### config.mk
export PLATFORM = sky130hd
export DESIGN_NAME = stream_find_replace_top
export DESIGN_NICKNAME = d
export VERILOG_FILES = /design/src/rtl/sfr_pkg.sv /design/src/rtl/stream_find_replace_top.sv /design/src/rtl/sfr_front.sv /design/src/rtl/sfr_queue.sv /design/src/rtl/sfr_back.sv
export SDC_FILE = /design/constraint.sdc
export NUM_CORES = 1
export LEC_CHECK = 0
export ABC_AREA = 1
export BUFFER_PORTS_ARGS = -buffer_cell sky130_fd_sc_hd__buf_4
export CAP_MARGIN = 20
export CORE_ASPECT_RATIO = 0.6
export CORE_MARGIN = 3
export CORE_UTILIZATION = 40
export DETAILED_ROUTE_END_ITERATION = 10
export PLACE_DENSITY_LB_ADDON = 0.12
export SYNTH_ARGS = -nofsm -noshare
export SYNTH_HDL_FRONTEND = slang
export SYNTH_SLANG_ARGS = --single-unit
### constraint.sdc
create_clock -name clk_i -period 38.7 [get_ports clk_i]
set_input_delay 5.805 -clock clk_i [delete_from_list [all_inputs] [get_ports clk_i]]
set_output_delay 5.805 -clock clk_i [all_outputs]
set_load 0.005 [all_outputs]
### src/rtl/sfr_pkg.sv
package sfr_pkg;

  localparam int KEY_MAX    = 16;
  localparam int REPL_MAX   = 16;
  localparam int COUNT_BITS = 16;

  localparam int LEN_W     = 5;
  localparam int WORD_W    = 64;
  localparam int LIMIT_W   = 16;
  localparam int CFG_IDX_W = 3;

  localparam int FILL_W   = $clog2(KEY_MAX + 1);
  localparam int EMIT_MAX = (KEY_MAX > REPL_MAX) ? KEY_MAX : REPL_MAX;
  localparam int EMIT_W   = $clog2(EMIT_MAX + 1);
  localparam int CMP_W    = (COUNT_BITS > LIMIT_W) ? COUNT_BITS : LIMIT_W;

  localparam int QDEPTH = 4;
  localparam int QPTR_W = $clog2(QDEPTH);
  localparam int QCNT_W = $clog2(QDEPTH + 1);

  typedef enum logic [CFG_IDX_W-1:0] {
    REG_KEY_LEN    = 3'd0,
    REG_KEY_LOW    = 3'd1,
    REG_KEY_HIGH   = 3'd2,
    REG_REPL_LEN   = 3'd3,
    REG_REPL_LOW   = 3'd4,
    REG_REPL_HIGH  = 3'd5,
    REG_OUT_LIMIT  = 3'd6
  } cfg_reg_e;

  typedef struct packed {
    logic [LEN_W-1:0]   key_len;
    logic [WORD_W-1:0]  key_low;
    logic [WORD_W-1:0]  key_high;
    logic [LEN_W-1:0]   repl_len;
    logic [WORD_W-1:0]  repl_low;
    logic [WORD_W-1:0]  repl_high;
    logic [LIMIT_W-1:0] out_limit;
  } cfg_t;

  typedef struct packed {
    logic [7:0] data;
    logic       has_char;
    logic       fin_step;
    logic       fin;
  } tok_t;

endpackage

### src/rtl/stream_find_replace_top.sv
// Streaming find-and-replace over a byte stream.
// Input channel: in_valid_i/in_stall_o carry one text byte per transfer, with
// in_last_i marking the final byte of a string. Output channel:
// out_valid_o/out_stall_i carry one result item per transfer; has_byte_o is
// low only on a bare end marker, and out_last_o with truncated_o closes each
// string.
// The configuration port writes register cfg_index_i from cfg_data_i at any
// edge with cfg_we_i high; write only while no string work is pending.
// The front end takes one byte, updates the match window in that cycle and
// then pushes one queue entry per produced character, one per cycle while
// the queue is not full; a byte produces 0 to 16 entries (the window pops,
// the replacement text and the final flush) and holds the input side until
// the last is pushed. A byte that produces nothing does not stall the input.
// The first result of a byte passes the front-end registers, a queue entry
// and the output register. A four-entry queue and an output register let the
// front end keep working while the receiver stalls; while the queue is full
// the front end waits and in_stall_o stays high.
// Reset empties the window, clears the counters, empties the queue and the
// output register, and returns every configuration register to its reset value.
module stream_find_replace_top import sfr_pkg::*; (
  input  logic                 clk_i,
  input  logic                 rst_ni,
  input  logic                 cfg_we_i,
  input  logic [CFG_IDX_W-1:0] cfg_index_i,
  input  logic [WORD_W-1:0]    cfg_data_i,
  input  logic                 in_valid_i,
  output logic                 in_stall_o,
  input  logic [7:0]           in_byte_i,
  input  logic                 in_last_i,
  output logic                 out_valid_o,
  input  logic                 out_stall_i,
  output logic [7:0]           out_byte_o,
  output logic                 has_byte_o,
  output logic                 out_last_o,
  output logic                 truncated_o
);

  cfg_t cfg_q;
  logic push;
  tok_t push_tok;
  logic q_full;
  logic q_valid;
  tok_t q_tok;
  logic q_pop;

  always_ff @(posedge clk_i or negedge rst_ni) begin
    if (!rst_ni) begin
      cfg_q.key_len   <= '0;
      cfg_q.key_low   <= '0;
      cfg_q.key_high  <= '0;
      cfg_q.repl_len  <= '0;
      cfg_q.repl_low  <= '0;
      cfg_q.repl_high <= '0;
      cfg_q.out_limit <= {LIMIT_W{1'b1}};
    end else if (cfg_we_i) begin
      case (cfg_reg_e'(cfg_index_i))
        REG_KEY_LEN:   cfg_q.key_len   <= cfg_data_i[LEN_W-1:0];
        REG_KEY_LOW:   cfg_q.key_low   <= cfg_data_i;
        REG_KEY_HIGH:  cfg_q.key_high  <= cfg_data_i;
        REG_REPL_LEN:  cfg_q.repl_len  <= cfg_data_i[LEN_W-1:0];
        REG_REPL_LOW:  cfg_q.repl_low  <= cfg_data_i;
        REG_REPL_HIGH: cfg_q.repl_high <= cfg_data_i;
        REG_OUT_LIMIT: cfg_q.out_limit <= cfg_data_i[LIMIT_W-1:0];
        default: begin
        end
      endcase
    end
  end

  sfr_front u_front (
    .clk_i      (clk_i),
    .rst_ni     (rst_ni),
    .cfg_i      (cfg_q),
    .in_valid_i (in_valid_i),
    .in_stall_o (in_stall_o),
    .in_byte_i  (in_byte_i),
    .in_last_i  (in_last_i),
    .push_o     (push),
    .tok_o      (push_tok),
    .q_full_i   (q_full)
  );

  sfr_queue u_queue (
    .clk_i   (clk_i),
    .rst_ni  (rst_ni),
    .push_i  (push),
    .tok_i   (push_tok),
    .full_o  (q_full),
    .valid_o (q_valid),
    .tok_o   (q_tok),
    .pop_i   (q_pop)
  );

  sfr_back u_back (
    .clk_i       (clk_i),
    .rst_ni      (rst_ni),
    .out_limit_i (cfg_q.out_limit),
    .tok_valid_i (q_valid),
    .tok_i       (q_tok),
    .pop_o       (q_pop),
    .out_valid_o (out_valid_o),
    .out_stall_i (out_stall_i),
    .out_byte_o  (out_byte_o),
    .has_byte_o  (has_byte_o),
    .out_last_o  (out_last_o),
    .truncated_o (truncated_o)
  );

endmodule

### src/rtl/sfr_front.sv
module sfr_front import sfr_pkg::*; (
  input  logic       clk_i,
  input  logic       rst_ni,
  input  cfg_t       cfg_i,
  input  logic       in_valid_i,
  output logic       in_stall_o,
  input  logic [7:0] in_byte_i,
  input  logic       in_last_i,
  output logic       push_o,
  output tok_t       tok_o,
  input  logic       q_full_i
);

  typedef enum logic [1:0] {
    F_IDLE = 2'b01,
    F_EMIT = 2'b10
  } fstate_e;

  fstate_e                 state_q, state_d;
  logic [7:0]              win_q [KEY_MAX];
  logic [7:0]              win_d [KEY_MAX];
  logic [7:0]              win_ins [KEY_MAX];
  logic [FILL_W-1:0]       fill_q, fill_d;
  logic [EMIT_W-1:0]       rem_q, rem_d;
  logic [REPL_MAX*8-1:0]   repl_q, repl_d;
  logic                    is_repl_q, is_repl_d;
  logic                    bare_q, bare_d;
  logic                    fin_step_q, fin_step_d;

  logic [2*WORD_W-1:0]     key_bits;
  logic [2*WORD_W-1:0]     repl_bits;
  logic [FILL_W-1:0]       k_eff;
  logic [EMIT_W-1:0]       r_eff;
  logic [FILL_W-1:0]       f1;
  logic [EMIT_W-1:0]       n_emit;
  logic                    hit;

  assign key_bits  = {cfg_i.key_high, cfg_i.key_low};
  assign repl_bits = {cfg_i.repl_high, cfg_i.repl_low};
  assign k_eff = (cfg_i.key_len > LEN_W'(KEY_MAX)) ? FILL_W'(KEY_MAX)
                                                   : cfg_i.key_len[FILL_W-1:0];
  assign r_eff = (cfg_i.repl_len > LEN_W'(REPL_MAX)) ? EMIT_W'(REPL_MAX)
                                                     : EMIT_W'(cfg_i.repl_len);
  assign f1 = fill_q + FILL_W'(1);

  assign in_stall_o = (state_q != F_IDLE);

  always_comb begin
    for (int i = 0; i < KEY_MAX; i++) begin
      win_ins[i] = (FILL_W'(i) == fill_q) ? in_byte_i : win_q[i];
    end
    hit = 1'b1;
    for (int i = 0; i < KEY_MAX; i++) begin
      if ((FILL_W'(i) < k_eff) && (win_ins[i] != key_bits[8*i +: 8])) begin
        hit = 1'b0;
      end
    end
  end

  always_comb begin
    state_d    = state_q;
    win_d      = win_q;
    fill_d     = fill_q;
    rem_d      = rem_q;
    repl_d     = repl_q;
    is_repl_d  = is_repl_q;
    bare_d     = bare_q;
    fin_step_d = fin_step_q;
    n_emit     = '0;
    push_o     = 1'b0;

    tok_o.data     = bare_q ? 8'd0 : (is_repl_q ? repl_q[7:0] : win_q[0]);
    tok_o.has_char = !bare_q;
    tok_o.fin_step = fin_step_q;
    tok_o.fin      = fin_step_q && (rem_q == EMIT_W'(1));

    case (state_q)
      F_IDLE: begin
        if (in_valid_i) begin
          win_d      = win_ins;
          fill_d     = f1;
          fin_step_d = in_last_i;
          is_repl_d  = 1'b0;
          bare_d     = 1'b0;
          if (f1 > k_eff) begin
            if (in_last_i || (k_eff == '0)) begin
              n_emit = EMIT_W'(f1);
            end else begin
              n_emit = EMIT_W'(f1 - k_eff + FILL_W'(1));
            end
          end else if ((f1 == k_eff) && hit) begin
            is_repl_d = 1'b1;
            fill_d    = '0;
            repl_d    = repl_bits[REPL_MAX*8-1:0];
            n_emit    = r_eff;
            if (in_last_i && (r_eff == '0)) begin
              bare_d = 1'b1;
              n_emit = EMIT_W'(1);
            end
          end else if (f1 == k_eff) begin
            n_emit = in_last_i ? EMIT_W'(f1) : EMIT_W'(1);
          end else begin
            n_emit = in_last_i ? EMIT_W'(f1) : '0;
          end
          rem_d = n_emit;
          if (n_emit != '0) begin
            state_d = F_EMIT;
          end
        end
      end
      F_EMIT: begin
        if (!q_full_i) begin
          push_o = 1'b1;
          rem_d  = rem_q - EMIT_W'(1);
          if (is_repl_q) begin
            repl_d = repl_q >> 8;
          end else begin
            for (int i = 0; i < KEY_MAX - 1; i++) begin
              win_d[i] = win_q[i+1];
            end
            fill_d = fill_q - FILL_W'(1);
          end
          if (rem_q == EMIT_W'(1)) begin
            state_d = F_IDLE;
          end
        end
      end
      default: begin
        state_d = F_IDLE;
      end
    endcase
  end

  always_ff @(posedge clk_i or negedge rst_ni) begin
    if (!rst_ni) begin
      state_q    <= F_IDLE;
      fill_q     <= '0;
      rem_q      <= '0;
      is_repl_q  <= 1'b0;
      bare_q     <= 1'b0;
      fin_step_q <= 1'b0;
    end else begin
      state_q    <= state_d;
      fill_q     <= fill_d;
      rem_q      <= rem_d;
      is_repl_q  <= is_repl_d;
      bare_q     <= bare_d;
      fin_step_q <= fin_step_d;
    end
  end

  always_ff @(posedge clk_i) begin
    win_q  <= win_d;
    repl_q <= repl_d;
  end

`ifndef SYNTHESIS
  a_idle_fill: assert property (@(posedge clk_i) disable iff (!rst_ni)
    (state_q == F_IDLE) |-> (fill_q < FILL_W'(KEY_MAX)))
    else $error("window full while waiting for input");
  a_emit_rem: assert property (@(posedge clk_i) disable iff (!rst_ni)
    (state_q == F_EMIT) |-> (rem_q != '0))
    else $error("emitting with no transfers left");
`endif

endmodule

### src/rtl/sfr_queue.sv
module sfr_queue import sfr_pkg::*; (
  input  logic clk_i,
  input  logic rst_ni,
  input  logic push_i,
  input  tok_t tok_i,
  output logic full_o,
  output logic valid_o,
  output tok_t tok_o,
  input  logic pop_i
);

  tok_t              mem_q [QDEPTH];
  logic [QPTR_W-1:0] wr_q, wr_d;
  logic [QPTR_W-1:0] rd_q, rd_d;
  logic [QCNT_W-1:0] cnt_q, cnt_d;
  logic              do_push;
  logic              do_pop;

  assign full_o  = (cnt_q == QCNT_W'(QDEPTH));
  assign valid_o = (cnt_q != '0);
  assign tok_o   = mem_q[rd_q];
  assign do_push = push_i && !full_o;
  assign do_pop  = pop_i && valid_o;

  always_comb begin
    wr_d  = do_push ? wr_q + QPTR_W'(1) : wr_q;
    rd_d  = do_pop ? rd_q + QPTR_W'(1) : rd_q;
    cnt_d = cnt_q;
    if (do_push && !do_pop) begin
      cnt_d = cnt_q + QCNT_W'(1);
    end else if (do_pop && !do_push) begin
      cnt_d = cnt_q - QCNT_W'(1);
    end
  end

  always_ff @(posedge clk_i or negedge rst_ni) begin
    if (!rst_ni) begin
      wr_q  <= '0;
      rd_q  <= '0;
      cnt_q <= '0;
    end else begin
      wr_q  <= wr_d;
      rd_q  <= rd_d;
      cnt_q <= cnt_d;
    end
  end

  always_ff @(posedge clk_i) begin
    if (do_push) begin
      mem_q[wr_q] <= tok_i;
    end
  end

`ifndef SYNTHESIS
  a_cnt_bound: assert property (@(posedge clk_i) disable iff (!rst_ni)
    cnt_q <= QCNT_W'(QDEPTH))
    else $error("queue count beyond depth");
`endif

endmodule

### src/rtl/sfr_back.sv
module sfr_back import sfr_pkg::*; (
  input  logic               clk_i,
  input  logic               rst_ni,
  input  logic [LIMIT_W-1:0] out_limit_i,
  input  logic               tok_valid_i,
  input  tok_t               tok_i,
  output logic               pop_o,
  output logic               out_valid_o,
  input  logic               out_stall_i,
  output logic [7:0]         out_byte_o,
  output logic               has_byte_o,
  output logic               out_last_o,
  output logic               truncated_o
);

  logic [COUNT_BITS-1:0] cnt_q, cnt_d;
  logic                  drop_q, drop_d;
  logic                  done_q, done_d;
  logic                  out_valid_q, out_valid_d;
  logic [7:0]            byte_q;
  logic                  has_q;
  logic                  last_q;
  logic                  trunc_q;

  logic [CMP_W-1:0]      lim_wide;
  logic [COUNT_BITS-1:0] lim;
  logic [COUNT_BITS:0]   cnt_inc;
  logic                  can_emit;
  logic                  at_lim_next;
  logic                  produce;
  logic                  out_free;
  logic [7:0]            o_byte;
  logic                  o_has;
  logic                  o_last;
  logic                  o_trunc;

  assign lim_wide = (CMP_W'(out_limit_i) > CMP_W'({COUNT_BITS{1'b1}}))
                    ? CMP_W'({COUNT_BITS{1'b1}}) : CMP_W'(out_limit_i);
  assign lim         = lim_wide[COUNT_BITS-1:0];
  assign cnt_inc     = {1'b0, cnt_q} + (COUNT_BITS+1)'(1);
  assign can_emit    = (cnt_q < lim);
  assign at_lim_next = !(cnt_inc < {1'b0, lim});
  assign out_free    = !out_valid_q || !out_stall_i;

  always_comb begin
    produce = 1'b0;
    o_byte  = 8'd0;
    o_has   = 1'b0;
    o_last  = 1'b0;
    o_trunc = 1'b0;
    cnt_d   = cnt_q;
    drop_d  = drop_q;
    done_d  = done_q;

    if (done_q) begin
      produce = 1'b0;
    end else if (tok_i.has_char && can_emit) begin
      produce = 1'b1;
      o_byte  = tok_i.data;
      o_has   = 1'b1;
      o_last  = tok_i.fin || (tok_i.fin_step && at_lim_next);
      o_trunc = o_last && (drop_q || !tok_i.fin);
      cnt_d   = cnt_inc[COUNT_BITS-1:0];
      done_d  = o_last && !tok_i.fin;
    end else if (tok_i.has_char) begin
      drop_d = 1'b1;
      if (tok_i.fin) begin
        produce = 1'b1;
        o_last  = 1'b1;
        o_trunc = 1'b1;
      end
    end else begin
      produce = 1'b1;
      o_last  = 1'b1;
      o_trunc = drop_q;
    end

    if (tok_i.fin) begin
      cnt_d  = '0;
      drop_d = 1'b0;
      done_d = 1'b0;
    end

    pop_o = tok_valid_i && (!produce || out_free);

    if (pop_o && produce) begin
      out_valid_d = 1'b1;
    end else if (!out_stall_i) begin
      out_valid_d = 1'b0;
    end else begin
      out_valid_d = out_valid_q;
    end
  end

  always_ff @(posedge clk_i or negedge rst_ni) begin
    if (!rst_ni) begin
      cnt_q       <= '0;
      drop_q      <= 1'b0;
      done_q      <= 1'b0;
      out_valid_q <= 1'b0;
    end else begin
      out_valid_q <= out_valid_d;
      if (pop_o) begin
        cnt_q  <= cnt_d;
        drop_q <= drop_d;
        done_q <= done_d;
      end
    end
  end

  always_ff @(posedge clk_i) begin
    if (pop_o && produce) begin
      byte_q  <= o_byte;
      has_q   <= o_has;
      last_q  <= o_last;
      trunc_q <= o_trunc;
    end
  end

  assign out_valid_o = out_valid_q;
  assign out_byte_o  = byte_q;
  assign has_byte_o  = has_q;
  assign out_last_o  = last_q;
  assign truncated_o = trunc_q;

`ifndef SYNTHESIS
  a_marker_last: assert property (@(posedge clk_i) disable iff (!rst_ni)
    (out_valid_q && !has_q) |-> last_q)
    else $error("end marker without last flag");
  a_trunc_last: assert property (@(posedge clk_i) disable iff (!rst_ni)
    (out_valid_q && trunc_q) |-> last_q)
    else $error("truncation flag on a non-final item");
  a_done_cnt: assert property (@(posedge clk_i) disable iff (!rst_ni)
    done_q |-> (cnt_q != '0))
    else $error("string closed early with nothing emitted");
`endif

endmodule

## Word-level counts from Yosys, hierarchy flattened

Memories as Yosys holds them, arrays and structs flattened.
Index checks and enable logic that the tools add are counted.
W data, S select, Z words.

- Register bits after elaboration: 590
- Latch bits: 0
- Memory bits (writable): 44
- Memory bits (read-only): 0
- Input bits: 81
- Output and inout port bits: 13
- Memories: 1

- $add $sub $neg: 10
- Multipliers: 0
- Divide/modulo/power cells: 0
- Order comparisons: 22
- Equality and inequality tests: 54
- Shifts and indexed selects: 0
- Muxes and demuxes: 101
- Bitwise gates (word level): 1
- Reduce and logical (&&, ||, !) cells: 68

Memories:

| name | depth | bits a word | read ports | clocked after Yosys merged registers in | wr ports | RTL line | RTL |
|---|---|---|---|---|---|---|---|
| u_queue.mem_q | 4 | 11 | 1 | 0 | 1 | sfr_queue.sv:12 | `tok_t mem_q [QDEPTH];` |

Operators with widths:

| cell | count |
|---|---|
| $mux W128 | 6 |
| $pmux W128 S2 | 1 |
| $mux W120 | 2 |
| $pmux W120 S2 | 1 |
| $mux W8 | 18 |
| $ne A8 B8 Y1 | 16 |
| $mux W5 | 18 |
| $mux W16 | 4 |
| $mux W1 | 42 |
| $eq A4 B5 Y1 const A | 8 |
| $lt A4 B5 Y1 const A | 8 |
| $logic_and A1 B1 Y1 | 29 |
| $eq A3 B5 Y1 const A | 4 |
| $lt A3 B5 Y1 const A | 4 |
| $pmux W5 S2 | 2 |
| $add A16 B1 Y17 const B | 1 |
| $lt A17 B16 Y1 | 1 |
| $gt A16 B16 Y1 const B | 1 |
| $lt A16 B16 Y1 | 1 |
| $ne A2 B1 Y1 const B | 8 |
| $reduce_and A2 Y1 | 8 |
| $logic_not A5 Y1 | 3 |
| $eq A3 B3 Y1 const B | 4 |
| $reduce_and A4 Y1 | 3 |
| 32 further kinds | 63 |

## Logic depth before layout (Yosys ltp)

Gate-level depths: netlist of the first run.

- Depth in word-level cells: 29
- Gate-level depth with buffers: 27

## By module

Synthesis of the first run repeated with hierarchy kept, for this count alone.

- Cell total of the unflattened synthesis: 4141
- Area total of the unflattened synthesis: 33125.5 um^2

By module, submodules not included:

| module | instances | cells an instance | area an instance (um^2) | seq. area each (um^2) |
|---|---|---|---|---|
| sfr_front | 1 | 2383 | 17471.8 | 8064.0 |
| stream_find_replace_top | 1 | 1228 | 10984.3 | 7076.8 |
| sfr_back | 1 | 342 | 2466.1 | 805.8 |
| sfr_queue | 1 | 188 | 2203.4 | 1496.4 |

## Least setup slack after synthesis of the first run

OpenSTA, ideal clock, no wires.

- Kind: input to register
- Start point: input in_byte_i[3]
- End point: register u_front.repl_q[0] (enable)
- Arrival: 16.941 ns
- Data required time: 37.883 ns
- Setup slack: 20.941 ns
- Cell stages on the path: 15
- Buffers on the path: 2
- Cells stage by stage: clkbuf_1 > inv_1 > clkbuf_1 > nand2_1 > nand3_1 > nand2_1 > inv_1 > nand2_1 > nor2_1 > nand2_1 > nand2_1 > nand3_1 > nor2_2 > nand4_2 > a221oi_1

- Cells in the longest elaborated chain, start to end: 22

Ends and longest elaborated chain:

| what | RTL line | RTL |
|---|---|---|
| start, declared | stream_find_replace_top.sv:28 | `input logic [7:0] in_byte_i,` |
| $mux W8 | sfr_front.sv:50 | `win_ins[i] = (FILL_W'(i) == fill_q) ? in_byte_i : win_q[i];` |
| $ne A8 B8 Y1 | sfr_front.sv:54 | `if ((FILL_W'(i) < k_eff) && (win_ins[i] != key_bits[8*i +: 8])) begin` |
| $logic_and A1 B1 Y1 | sfr_front.sv:54 |  |
| $mux W1 (15 in series) | sfr_front.sv:54 |  |
| $mux W1 (*) | sfr_front.sv:54 |  |
| $logic_and A1 B1 Y1 (*) | sfr_front.sv:91 | `end else if ((f1 == k_eff) && hit) begin` |
| $ne A2 B1 Y1 (no source line) (*) | n/a |  |
| $reduce_and A6 Y1 (no source line) (*) | n/a |  |
| end signal, assigned | sfr_front.sv:154 | `repl_q <= repl_d;` |
| end, declared | sfr_front.sv:25 | `logic [REPL_MAX*8-1:0] repl_q, repl_d;` |

Mark *: on every way between the ends. The rest lies on a longest branch, timed or not.
A chain may end at the register's enable or synchronous reset.

## Worst setup path after layout of the first run

- Start point: input in_byte_i[3]
- End point: register u_front.repl_q[123] (enable)

The elaborated chain is that of the path after synthesis.

==> results of run 1 <==
[state kept, by name, indices dropped and copies added (netlist names), 2 cells and up]
| signal | count |
|---|---|
| u_queue.rd_q | 2 |
| u_queue.mem_q | 44 |
| u_queue.cnt_q | 3 |
| u_front.fill_q | 5 |
| u_front.win_q | 128 |
| u_front.repl_q | 128 |
| u_back.out_byte_o | 8 |
| u_back.cnt_q | 16 |
| u_front.state_q | 2 |
| cfg_q | 282 |
| u_queue.wr_q | 2 |
| u_front.rem_q | 5 |
[logic make-up after synthesis]
kind of cell             synth area share, %
flip-flops                              55.7
AO/OA/AOI/OAI                           10.5
AND/OR/NAND/NOR                         23.6
XOR/XNOR                               0.699
buffers and inverters                   7.23
adder cells (fa/ha/maj)                 2.35
[worst max-delay path, delay by kind of cell]
kind                   cells  cell delay [ns]
and+or+nand+nor           10             1.47
buffers and inverters      6             2.07
AOI/OAI and AO/OA          1             0.30
[stage by stage]
stage,instances,instance area [µm²]
3_3_place_gp,4754,33000
2_1_floorplan,3748,31300
5_1_grt,4872,35000
4_1_cts,4869,35000
6_report,4875,35000
3_5_place_dp,4755,33000
[per-layer routing]
metal  GRT usage [%]  vias up
met5               0        -
met4            4.55        2
met3            6.42       83
met2            29.8     1001
met1            42.7    12100
li1                -    12200
[power by group through the flow]
stage               clock, mW  combinational, mW  sequential (mW)
floorplan                   0              0.616             1.05
global placement            0              0.879             1.07
detailed placement          0              0.881             1.08
CTS                     0.613              0.884             1.06
global route            0.644               1.02             1.09
finish                  0.603              0.903             1.07
[how the worst max path moves through the flow]
stage | startpoint | endpoint | cells after the start
detailed placement | in_byte_i[0] | u_front.repl_q[112] | 14
finish | in_byte_i[3] | u_front.repl_q[123] | 17
global placement | in_byte_i[0] | u_front.repl_q[125] | 14
CTS | in_byte_i[0] | u_front.repl_q[78] | 14
global route | in_byte_i[0] | u_front.repl_q[107] | 15
floorplan | in_byte_i[3] | u_front.repl_q[0] | 15
[cell type report]
cell class / instances / area (µm²)
Fill cell: 7609 / 41500
Sequential cell: 634 / 17400
Multi-Input combinational cell: 2522 / 11700
Clock buffer: 96 / 1810
Inverter: 443 / 1670
Tap cell: 1040 / 1300
Timing Repair Buffer: 119 / 961
Clock inverter: 18 / 171
Antenna cell: 3 / 7.51
[layout by cell type, fill, tap and decap left out, types with 5 or more instances in the layout]
cell type,count
nand2_1,1469
clkbuf_1,19
clkbuf_16,60
buf_4,113
ha_1,54
clkbuf_8,17
o21ai_2,5
nor3_1,9
o211ai_1,19
inv_1,433
o21ai_1,11
nand3_1,169
o21ai_0,375
clkinv_2,8
nor2_2,15
xor2_1,21
dfstp_2,17
a21oi_1,58
a221oi_1,8
nand2_2,8
edfxtp_1,311
nand2_4,6
nand3b_1,28
dfrtp_1,306
nor2_1,117
o22ai_1,95
nand4_1,6
o31ai_1,15
clkinv_1,8
==> impl_results.md, run 1 <==
- Result of the run: complete, no violations
- Netlist area before placement: about 0.031 mm²
- Worst slew margin: 27.7%
- Startpoint class of the critical path: input pin
- Final Routed Wirelength: 102000 µm
- Pwr per Cell Area: about 73 mW/mm²
- Placed wire-length estimate: 72800 µm
- Worst Hold End: u_front.state_q[1]
- Clock edge transition at the registers on the reported setup and hold paths: 0.06 ns
- Max capacitance violation total: 0
- Final-report setup violation count: 0
- Transition at the pin with the smallest max-transition slack: 1.09 ns
- Die span in y: 223 µm
- Clock net sink count: 634
- Reg2Reg Setup Slack: 32.95 ns
- Seq cells post-synth: 634
- Data required time at the worst endpoint: 39.04 ns
- Fin crit period: 9.50 ns
- Die Footprint: slightly above 0.08 mm²
- Clock tree from TritonCTS: done
- Average cell area after synthesis: 8.36 µm²
- Clock buffer count from CTS: 60
- Sequential power share: 41.5%
- Most area-consuming cells after synthesis: edfxtp_1, dfrtp_1, nand2_1
- Max H-tree Level: 2
- Length of the first detailed-routing pass in iterations: 6
- PnR worst setup slack: 29.20 ns
- Post-CTS Hold Fix Bufs: 0
- Critical path peak fanout: 70
- Number of vias per cell: about 5.2
- RSZ-0062 raised after global routing: no
- Global-route wire length before repair: 153000 µm
- Static leakage: 16.6 nW
- Hold Fails Final Rpt: 0
- Total number of vias: 25400
- Core Util, Final: a little under half
- YS warnings: 0
- Initial antenna violation count: 14
- EDFF count, synth: around 310
- Worst supply voltage drop on vdd: 40.0 µV
- Nature of the critical path endpoint: flop
- Number of buffers between clock root and the deepest sink: 3
- Highest metal layer with signal wires: met5
- Leading cell type by number of instances after synthesis: nand2_1
- Net count, final: 3918
- DRC: 0
- Setup bufs post-CTS: 0
- Routed length on met2: 36200 µm
- Post-synth net total: 3886
- Worst hold start: u_front.state_q[1]
- Boundary pin count: 94
- Worst Hold Margin: 0.481 ns
- Crit Path Class: input pin to flop
- Launching point of the worst reg2reg path: u_front.fill_q[3]
- TNS Setup: 0 ns
- Power dissipated by switching net loads: 1.01 mW
- RD Place Congestion: 0.944
- Part of the power in the clock network: 23.4%
- Count of unique library cells instantiated by Yosys: 47
- Main flop type after synthesis: edfxtp_1
- Met3 routed WL: 10900 µm
- Count of antenna-violating nets left after detailed routing: 0
- Max-slew violations: 0
- Cell taking the most area after synthesis: edfxtp_1
- Crit share post-route: 24.5%
- Die outline width: 367 µm
- Fraction of layout cells with a size suffix above 1: roughly 7.2%
- Pin count of the biggest net entering global routing: 179
- Number of gates resized after CTS: 0
- Starting density of the core: 40.9%
- Critical Path Most Common Cell: nand2_1
- Fmax: approximately 110 MHz
- Post-Synthesis Cells: 3748
- Drt initial violations: 3349
- Critical path arrival: about 9.8 ns
- Detailed-route wire length on metal 1: 53300 µm
- Post-Route Skew: slightly below 0.06 ns
- Remaining global-route overflow: 0
- Critical path's slowest cell: inv_1
- Fraction of the yosys area taken by sequential cells: between 50% and 60%
- Core Box Area: 0.0765 mm²
- Number of buffers added on ports: between 90 and 100
- Top cells by count, synth: nand2_1, inv_1, o21ai_0, edfxtp_1, dfrtp_1
- Overall track demand over capacity in global routing: between 20 and 25%
- Path category of the worst min-delay check: flop to flop
- Clock tree root buffer cell: clkbuf_16
- Cells along the critical path: buf_4 > inv_1 > nand2_1 > nand3b_1 > nand2_1 > inv_1 > nand2_1 > nor2_1 > nand2_1 > nand2_1 > nand2_1 > nor2_1 > nand4_2 > a221oi_4 > buf_4 > buf_4 > buf_16
- R2R cell count: 17
- Depth of the worst hold-timing path: 2
- Insertion delay to the later sink of the worst-skew pair: 0.68 ns
- Async set-or-reset flop fraction in the synthesized netlist: 50.9%
- P_int: 1.56 mW
- Crit-path max cell delay: 0.61 ns
- Post-DR wirelength/cell: 20.9 µm
- Number of core rows: between 70 and 80
- Number of global-route vias before repair: around 23000
- Pre-CTS WS: approximately 28 ns
- Share of Yosys cell area claimed by the top area cell type: between 20% and 30%
- Switching Fraction: 39.4%
- Syn-to-layout area delta: 11.9%
- Final Total Pwr: 2.57 mW
- Reg2reg end: u_front.repl_q[123]
- Share of total power in combinational logic: 35.1%
Power figures use the tool's default switching activity.
==> inputs of run 2 (changes only) <==
==> constraint.sdc (replaced) <==
create_clock -name clk_i -period 8.2 [get_ports clk_i]
set_input_delay 1.23 -clock clk_i [delete_from_list [all_inputs] [get_ports clk_i]]
set_output_delay 1.23 -clock clk_i [all_outputs]
set_load 0.005 [all_outputs]
==> impl_results.md, run 2 (synthesis results as in run 1) <==
- Result of the run: complete, no violations
- Worst Setup EP: u_front.repl_q[122]
- Setup bufs post-CTS: 0 (unchanged)
- Boundary pin count: 94 (unchanged)
- Clock tree root buffer cell: clkbuf_16
- Max capacitance violation total: 0 (unchanged)
- Critical Path Most Common Cell: nand2_1
- Startpoint class of the critical path: flop
- Global-route wire length before repair: 153000 µm (+0.24%)
- Final Routed Wirelength: 103000 µm (+0.87%)
- RD Place Congestion: 0.935 (-0.95%)
- Placed wire-length estimate: 73300 µm (+0.80%)
- Crit Path Class: flop to flop
- Crit-path max cell delay: 0.69 ns (+0.08 ns)
- Worst slew margin: 31.1% (+3.5 points)
- Final Total Pwr: 12.3 mW (+380%)
- Total number of vias: 25600 (+0.50%)
- Number of flip-flops in the largest register: 282 (unchanged)
- Number of global-route vias before repair: 23200 (+0.72%)
- Fraction of layout cells with a size suffix above 1: 7.33% (+0.10 points)
- Clock buffer count from CTS: 61 (+1.7%)
- RSZ-0062 raised after global routing: no
- Die span in y: 223 µm (unchanged)
- Nature of the critical path endpoint: flop
- Initial antenna violation count: 9 (-5)
- Startpoint of the most critical setup path: u_front.fill_q[0]
- Pin count of the biggest net entering global routing: 148 (-17%)
- Reg2Reg Setup Slack: 3.39 ns (-29.56 ns)
- Starting density of the core: 40.9% (unchanged)
- Launching point of the worst reg2reg path: u_front.fill_q[0]
- Cells along the critical path: inv_1 > ha_1 > nand2_1 > nor2_1 > nand2_1 > nand2_1 > nand2_1 > nand2_1 > nand3_1 > nor2_1 > nand2_1 > nand2_1 > nand2_1 > nor2_1 > nand4_2 > a221oi_4 > buf_12
- Post-DR wirelength/cell: 21.1 µm (+0.85%)
- Static leakage: 16.6 nW (+0.16%)
- Fillers: 7620 (+0.14%)
- Length of the first detailed-routing pass in iterations: 7 (+1)
- Pre-CTS WS: 3.21 ns (-25.08 ns)
- Net count, final: 3919 (+0.026%)
- Critical path arrival: 5.09 ns (-4.75 ns)
- Post-Route Skew: 0.0189 ns (-0.0401 ns)
- Clock edge transition at the registers on the reported setup and hold paths: 0.06 ns (about the same)
- Post-CTS Hold Fix Bufs: 0 (unchanged)
- Dpl cells: 4754 (-0.021%)
- Die Footprint: 0.0818 mm² (unchanged)
- Syn-to-layout area delta: 12.0%
- Worst supply voltage drop on vdd: 190 µV (+370%)
- Max-slew violations: 0 (unchanged)
- Data required time at the worst endpoint: 8.48 ns (-30.56 ns)
- Biggest regs: cfg_q: 282 flops, u_front.repl_q: 128 flops, u_front.win_q: 128 flops
- PnR worst setup slack: 3.39 ns (-25.81 ns)
- DRC: 0 (unchanged)
- Core Box Area: 0.0765 mm² (unchanged)
- Reg2reg end: u_front.repl_q[122]
- Number of core rows: 78 (unchanged)
- Count of antenna-violating nets left after detailed routing: 0 (unchanged)
- R2R cell count: 17 (unchanged)
- Number of vias per cell: 5.24 (+0.47%)
- Drt initial violations: 3275 (-2.2%)
- Total stage count of the critical path: 17 (unchanged)
- Path category of the worst min-delay check: flop to flop
- Transition at the pin with the smallest max-transition slack: 1.03 ns (-0.0559 ns)
- Number of buffers between clock root and the deepest sink: 3 (unchanged)
- Final-report setup violation count: 0 (unchanged)
- Critical path's slowest cell: nor2_1
- Max H-tree Level: 2 (unchanged)
- Number of buffers added on ports: 93 (unchanged)
- Die outline width: 367 µm (unchanged)
- Bufs and invs on worst path: 2 (-4)
- Pwr per Cell Area: 349 mW/mm² (+380%)
- Top register by number of flip-flops: cfg_q
- Number of gates resized after CTS: 0 (unchanged)
- Crit share post-route: 58.6%
- Most used cells in the layout excluding fill and tap cells: nand2_1, inv_1, o21ai_0
- Critical path peak fanout: 128 (+83%)
- Largest delay share family, worst path: simple AND/OR/NAND/NOR gates
- Fin crit period: 4.81 ns
- Remaining global-route overflow: 0 (unchanged)
- Overall track demand over capacity in global routing: 24.9% (+0.051 points)
- Insertion delay to the later sink of the worst-skew pair: 0.67 ns (about the same)
- Most common cell after layout, fill and taps aside: nand2_1
- Fmax: ~210 MHz
- Hold Fails Final Rpt: 0 (unchanged)
- TNS Setup: 0 ns (unchanged)
- Post-route non-filler standard cell count: 4876 (+0.021%)
- Clock tree from TritonCTS: done
- Clock net sink count: 634 (unchanged)
## run 2: cell types whose count changed in the layout (fill, tap and decap cells not counted), moves of 2 or more
cell | previous run | this run
clkinv_2 | 8 | 13
clkbuf_16 | 60 | 63
clkbuf_1 | 19 | 14
clkbuf_8 | 17 | 4
bufinv_16 | 1 | 4
buf_12 | 1 | 3
inv_4 | 1 | 5
## run 2: metal layers
layer  part of all wire (%)  GRT usage, %  vias to the layer above
met2                     36          30.3                     1007
li1                       -             -                    12200
met4                    1.2          3.99                        0
met1                     52          42.7                    12200
met3                     11          6.40                       96
met5                      0             0                        -
## run 2: how the worst min path moves through the flow
| stage | from | to | slack (ns) | cells past startpoint |
|---|---|---|---|---|
| after floorplan | u_front.state_q[1] | u_front.state_q[1] | 0.44 | 2 |
| after global placement | u_front.state_q[1] | u_front.state_q[1] | 0.46 | 2 |
| after detailed placement | u_front.state_q[1] | u_front.state_q[1] | 0.46 | 2 |
| after CTS | u_front.state_q[1] | u_front.state_q[1] | 0.48 | 2 |
| after global routing | cfg_q[141] | cfg_q[141] | 0.51 | 2 |
| final | u_front.state_q[1] | u_front.state_q[1] | 0.47 | 2 |
## run 2: area by class of cell
| type | count | area (µm²) | share of cell area [%] |
|---|---|---|---|
| multi-input combinational | 2522 | 11700 | 33.3 |
| inverter | 443 | 1670 | 4.77 |
| timing repair buffer | 119 | 966 | 2.75 |
| antenna | 4 | 10.0 | 0.0285 |
| clock inverter | 33 | 332 | 0.945 |
| sequential | 634 | 17400 | 49.7 |
| tap | 1040 | 1300 | 3.71 |
| clock buffer | 81 | 1680 | 4.80 |
## run 2: metrics by stage
stage,instance area (µm²),hold slack [ns],util (%)
global placement,33000,0.461,43.1
finish,35100,0.471,45.9
CTS,35000,0.476,45.8
detailed placement,33000,0.460,43.1
floorplan,31300,0.442,-
global route,35100,0.506,45.9
## run 2: worst register-to-register path, stage by stage (launching register included)
cell and delay (ns):
dfrtp_1 0.44, inv_1 0.24, ha_1 0.22, nand2_1 0.16
nor2_1 0.69, nand2_1 0.21, nand2_1 0.14, nand2_1 0.05
nand2_1 0.05, nand3_1 0.06, nor2_1 0.24, nand2_1 0.17
nand2_1 0.11, nand2_1 0.07, nor2_1 0.13, nand4_2 0.31
a221oi_4 0.40, buf_12 0.40
## run 2: power by group
| group | internal, mW | switching (mW) | leakage, nW |
|---|---|---|---|
| Clock | 1.58 | 1.33 | 0.995 |
| Combinational | 1.27 | 3.00 | 8.67 |
| Sequential | 4.54 | 0.519 | 6.97 |
==> inputs of run 3 (changes only) <==
--- a/config.mk
+++ b/config.mk
@@ -5,7 +5,7 @@
 export SDC_FILE = /design/constraint.sdc
 export NUM_CORES = 1
 export LEC_CHECK = 0
-export ABC_AREA = 1
+export ABC_AREA = 0
 export BUFFER_PORTS_ARGS = -buffer_cell sky130_fd_sc_hd__buf_4
 export CAP_MARGIN = 20
 export CORE_ASPECT_RATIO = 0.6
==> constraint.sdc (replaced) <==
create_clock -name clk_i -period 4.8 [get_ports clk_i]
set_input_delay 0.72 -clock clk_i [delete_from_list [all_inputs] [get_ports clk_i]]
set_output_delay 0.72 -clock clk_i [all_outputs]
set_load 0.005 [all_outputs]
==> impl_results.md, run 3 <==
- Result of the run: complete, no violations
- Clock tree from TritonCTS: done
- Static leakage: 14.4 nW (-13%)
- Initial antenna violation count: 18 (+9)
- Cells along the critical path: buf_4 > ha_1 > and4bb_1 > or4_1 > o221ai_1 > nand4_1 > o21ai_0 > and3_1 > o2111ai_1 > buf_4 > or4_1 > a31oi_1 > and3_1 > o22ai_1
- YS warnings: 0 (unchanged)
- Most common cell after layout, fill and taps aside: nand2_1
- Number of buffers between clock root and the deepest sink: 3 (unchanged)
- Top register by number of flip-flops: cfg_q
- Sequential power share: 43.2% (+1.9 points)
- P_int: 12.6 mW (+70%)
- Pin count of the biggest net entering global routing: 94 (-36%)
- Setup bufs post-CTS: 0 (unchanged)
- Dpl cells: 3837 (-19%)
- Count of antenna-violating nets left after detailed routing: 0 (unchanged)
- Core Box Area: 0.0762 mm² (-0.38%)
- Fin crit period: 4.54 ns (-0.271 ns)
- Length of the first detailed-routing pass in iterations: 10 (+3)
- Worst Hold Margin: 0.124 ns (-0.347 ns)
- Cell taking the most area after synthesis: edfxtp_1
- Number of buffers added on ports: 93 (unchanged)
- Number of vias per cell: 5.73 (+9.3%)
- Crit share post-route: 94.5% (+36 points)
- Crit Path Class: flop to flop
- Post-synth net total: 2930 (-25%)
- Data required time at the worst endpoint: 5.28 ns (-3.20 ns)
- Share of Yosys cell area claimed by the top area cell type: 30.0% (+0.23 points)
- Clock edge transition at the registers on the reported setup and hold paths: 0.07 ns (about the same)
- Post-CTS Hold Fix Bufs: 0 (unchanged)
- Fillers: 7042 (-7.6%)
- Clock tree root buffer cell: clkbuf_16
- Clock buffer count from CTS: 66 (+8.2%)
- Max-slew violations: 0 (unchanged)
- Syn-to-layout area delta: 13.8%
- Fraction of the yosys area taken by sequential cells: 56.1% (+0.43 points)
- Core Util, Final: 46.4% (+0.56 points)
- Switching Fraction: 35.5% (-4.1 points)
- Insertion delay to the later sink of the worst-skew pair: 0.65 ns (-0.02 ns)
- Async set-or-reset flop fraction in the synthesized netlist: 50.9% (unchanged)
- Critical path's slowest cell: or4_1
- Post-Synthesis Cells: 2792 (-26%)
- Sequential Area: 0.0174 mm² (unchanged)
- Part of the power in the clock network: 27.0% (+3.2 points)
- Nature of the critical path endpoint: flop
- Max capacitance violation total: 0 (unchanged)
- Net count, final: 3003 (-23%)
- Critical path peak fanout: 14 (-89%)
- RD Place Congestion: 0.913 (-2.4%)
- Total area of multi-input combinational cells: 0.0126 mm² (+8.1%)
- Startpoint class of the critical path: flop
- RSZ-0062 raised after global routing: no
- Starting density of the core: 40.8% (-0.16 points)
- Most area-consuming cells after synthesis: edfxtp_1, dfrtp_1, mux2_2
- Post-Route Skew: 0.0297 ns (+0.0109 ns)
- Die outline width: 366 µm (-0.38%)
- Main flop type after synthesis: edfxtp_1
- Seq cells post-synth: 634 (unchanged)
- Path category of the worst min-delay check: input pin to async pin
- Drt initial violations: 2782 (-15%)
- Die Footprint: 0.0812 mm² (-0.76%)
- Fraction of layout cells with a size suffix above 1: 19.9% (+13 points)
- Die span in y: 222 µm (-0.38%)
- Number of flip-flops in the largest register: 282 (unchanged)
- Worst slew margin: 22.5% (-8.7 points)
- Top cells by count, synth: nand2_1, edfxtp_1, dfrtp_1, mux2_2, o21ai_0
- Count of unique library cells instantiated by Yosys: 77 (+64%)
- Most used cells in the layout excluding fill and tap cells: nand2_1, edfxtp_1, dfrtp_1
- Biggest regs: cfg_q: 282 flops, u_front.repl_q: 128 flops, u_front.win_q: 128 flops
- Crit-path max cell delay: 0.66 ns (-0.03 ns)
- Remaining global-route overflow: 0 (unchanged)
- Hold Fails Final Rpt: 0 (unchanged)
- Number of core rows: 78 (unchanged)
- Average cell area after synthesis: 11.1 µm² (+33%)
- DRC: 0 (unchanged)
- Reg2Reg Setup Slack: 0.26 ns (-3.13 ns)
- EDFF count, synth: 311 (unchanged)
- Leading cell type by number of instances after synthesis: nand2_1
- Overall track demand over capacity in global routing: 25.2% (+0.34 points)
- Post-DR wirelength/cell: 26.1 µm (+24%)
- Pwr per Cell Area: 552 mW/mm² (+58%)
- Power dissipated by switching net loads: 6.94 mW (+43%)
- Transition at the pin with the smallest max-transition slack: 1.16 ns (+0.134 ns)
- Fmax: 220 MHz (+6.0%)
- Netlist area before placement: 0.0311 mm² (-0.77%)
- Number of gates resized after CTS: 0 (unchanged)
- Max H-tree Level: 3 (+1)
- Critical path arrival: 5.01 ns (-0.08 ns)
- Post-route non-filler standard cell count: 3962 (-19%)
- Clock net sink count: 634 (unchanged)
- Final-report setup violation count: 0 (unchanged)
- Worst supply voltage drop on vdd: 253 µV (+34%)
- Boundary pin count: 94 (unchanged)
- Total number of vias: 22700 (-11%)
- Placed wire-length estimate: 71900 µm (-1.9%)
- TNS Setup: 0 ns (unchanged)
- Number of global-route vias before repair: 22200 (-4.3%)
- Final Routed Wirelength: 104000 µm (+0.67%)
- Share of total power in combinational logic: 29.8% (-5.1 points)
- Global-route wire length before repair: 152000 µm (-0.73%)
## run 3: cell count changes after synthesis, sizes merged, moves of 30 or more
cell	change
a21oi	+31
inv	-319
mux2	+257
mux2i	+78
nand2	-931
nand2b	+35
nand3	-137
nor2b	+30
o21ai	-216
o22ai	-58
xnor2	+36
xor2	+38
## run 3: area by class of cell
cell class | count | area share (%)
Timing Repair Buffer | 169 | 3.82
Clock inverter | 34 | 1.01
Antenna cell | 3 | 0.0212
Multi-Input combinational cell | 1873 | 35.7
Inverter | 121 | 1.29
Tap cell | 1040 | 3.68
Sequential cell | 634 | 49.3
Clock buffer | 88 | 5.19
## run 3: worst paths after layout
kind | cells past startpoint | endpoint | start
min | 1 | u_back.cnt_q[2] | rst_ni
min in group clk_i | 2 | cfg_q[44] | cfg_data_i[28]
max | 14 | u_front.state_q[1] | u_front.fill_q[0]
max in group asynchronous | 2 | u_front.state_q[0] | rst_ni
min reg2reg | 1 | cfg_q[76] | cfg_q[76]
max reg2reg | 14 | u_front.state_q[1] | u_front.fill_q[0]
## run 3: critical path: cells and delay by family, from the launching register on
family / cells / cell delay [ns]
flops: 1 / 0.38
compound gates: 5 / 1.11
fa+ha+maj: 1 / 0.31
simple gates: 6 / 2.25
buf+inv: 2 / 0.34
## run 3: stage by stage
stage | worst slack [ns] | cell area, µm² | total power [mW]
final | 0.264 | 35400 | 19.5
after global routing | 0.0604 | 35400 | 20.6
after CTS | 0.311 | 35400 | 19.6
after detailed placement | 0.335 | 33200 | 14.2
after global placement | 0.346 | 33200 | 14.1
after floorplan | 0.0605 | 31100 | 12.0
## run 3: power groups by stage
| stage | clock network (mW) | registers [mW] | logic [mW] |
|---|---|---|---|
| final | 5.27 | 8.45 | 5.82 |
| after global routing | 5.60 | 8.57 | 6.43 |
| after CTS | 5.40 | 8.40 | 5.75 |
| after detailed placement | 0 | 8.50 | 5.72 |
| after global placement | 0 | 8.46 | 5.62 |
| after floorplan | 0 | 8.02 | 3.99 |
## run 3: metal layers
| metal | track usage, % | wire length, µm | vias to the layer above |
|---|---|---|---|
| li1 | - | - | 10100 |
| met1 | 39.6 | 49800 | 11400 |
| met2 | 32.1 | 39000 | 1019 |
| met3 | 9.14 | 12400 | 149 |
| met4 | 6.24 | 2240 | 10 |
| met5 | 0 | 69 | - |
## run 3: cell families (layout without fill, tap and decap cells)
family	Yosys count	count (layout)	synth area share [%]
fa+ha+maj	57	57	2.37
simple gates	899	899	12.9
flops	634	634	56.1
buf+inv	285	412	3.51
other cells	0	3	0
xor+xnor	99	99	2.79
mux	346	346	12.6
compound gates	472	472	9.68
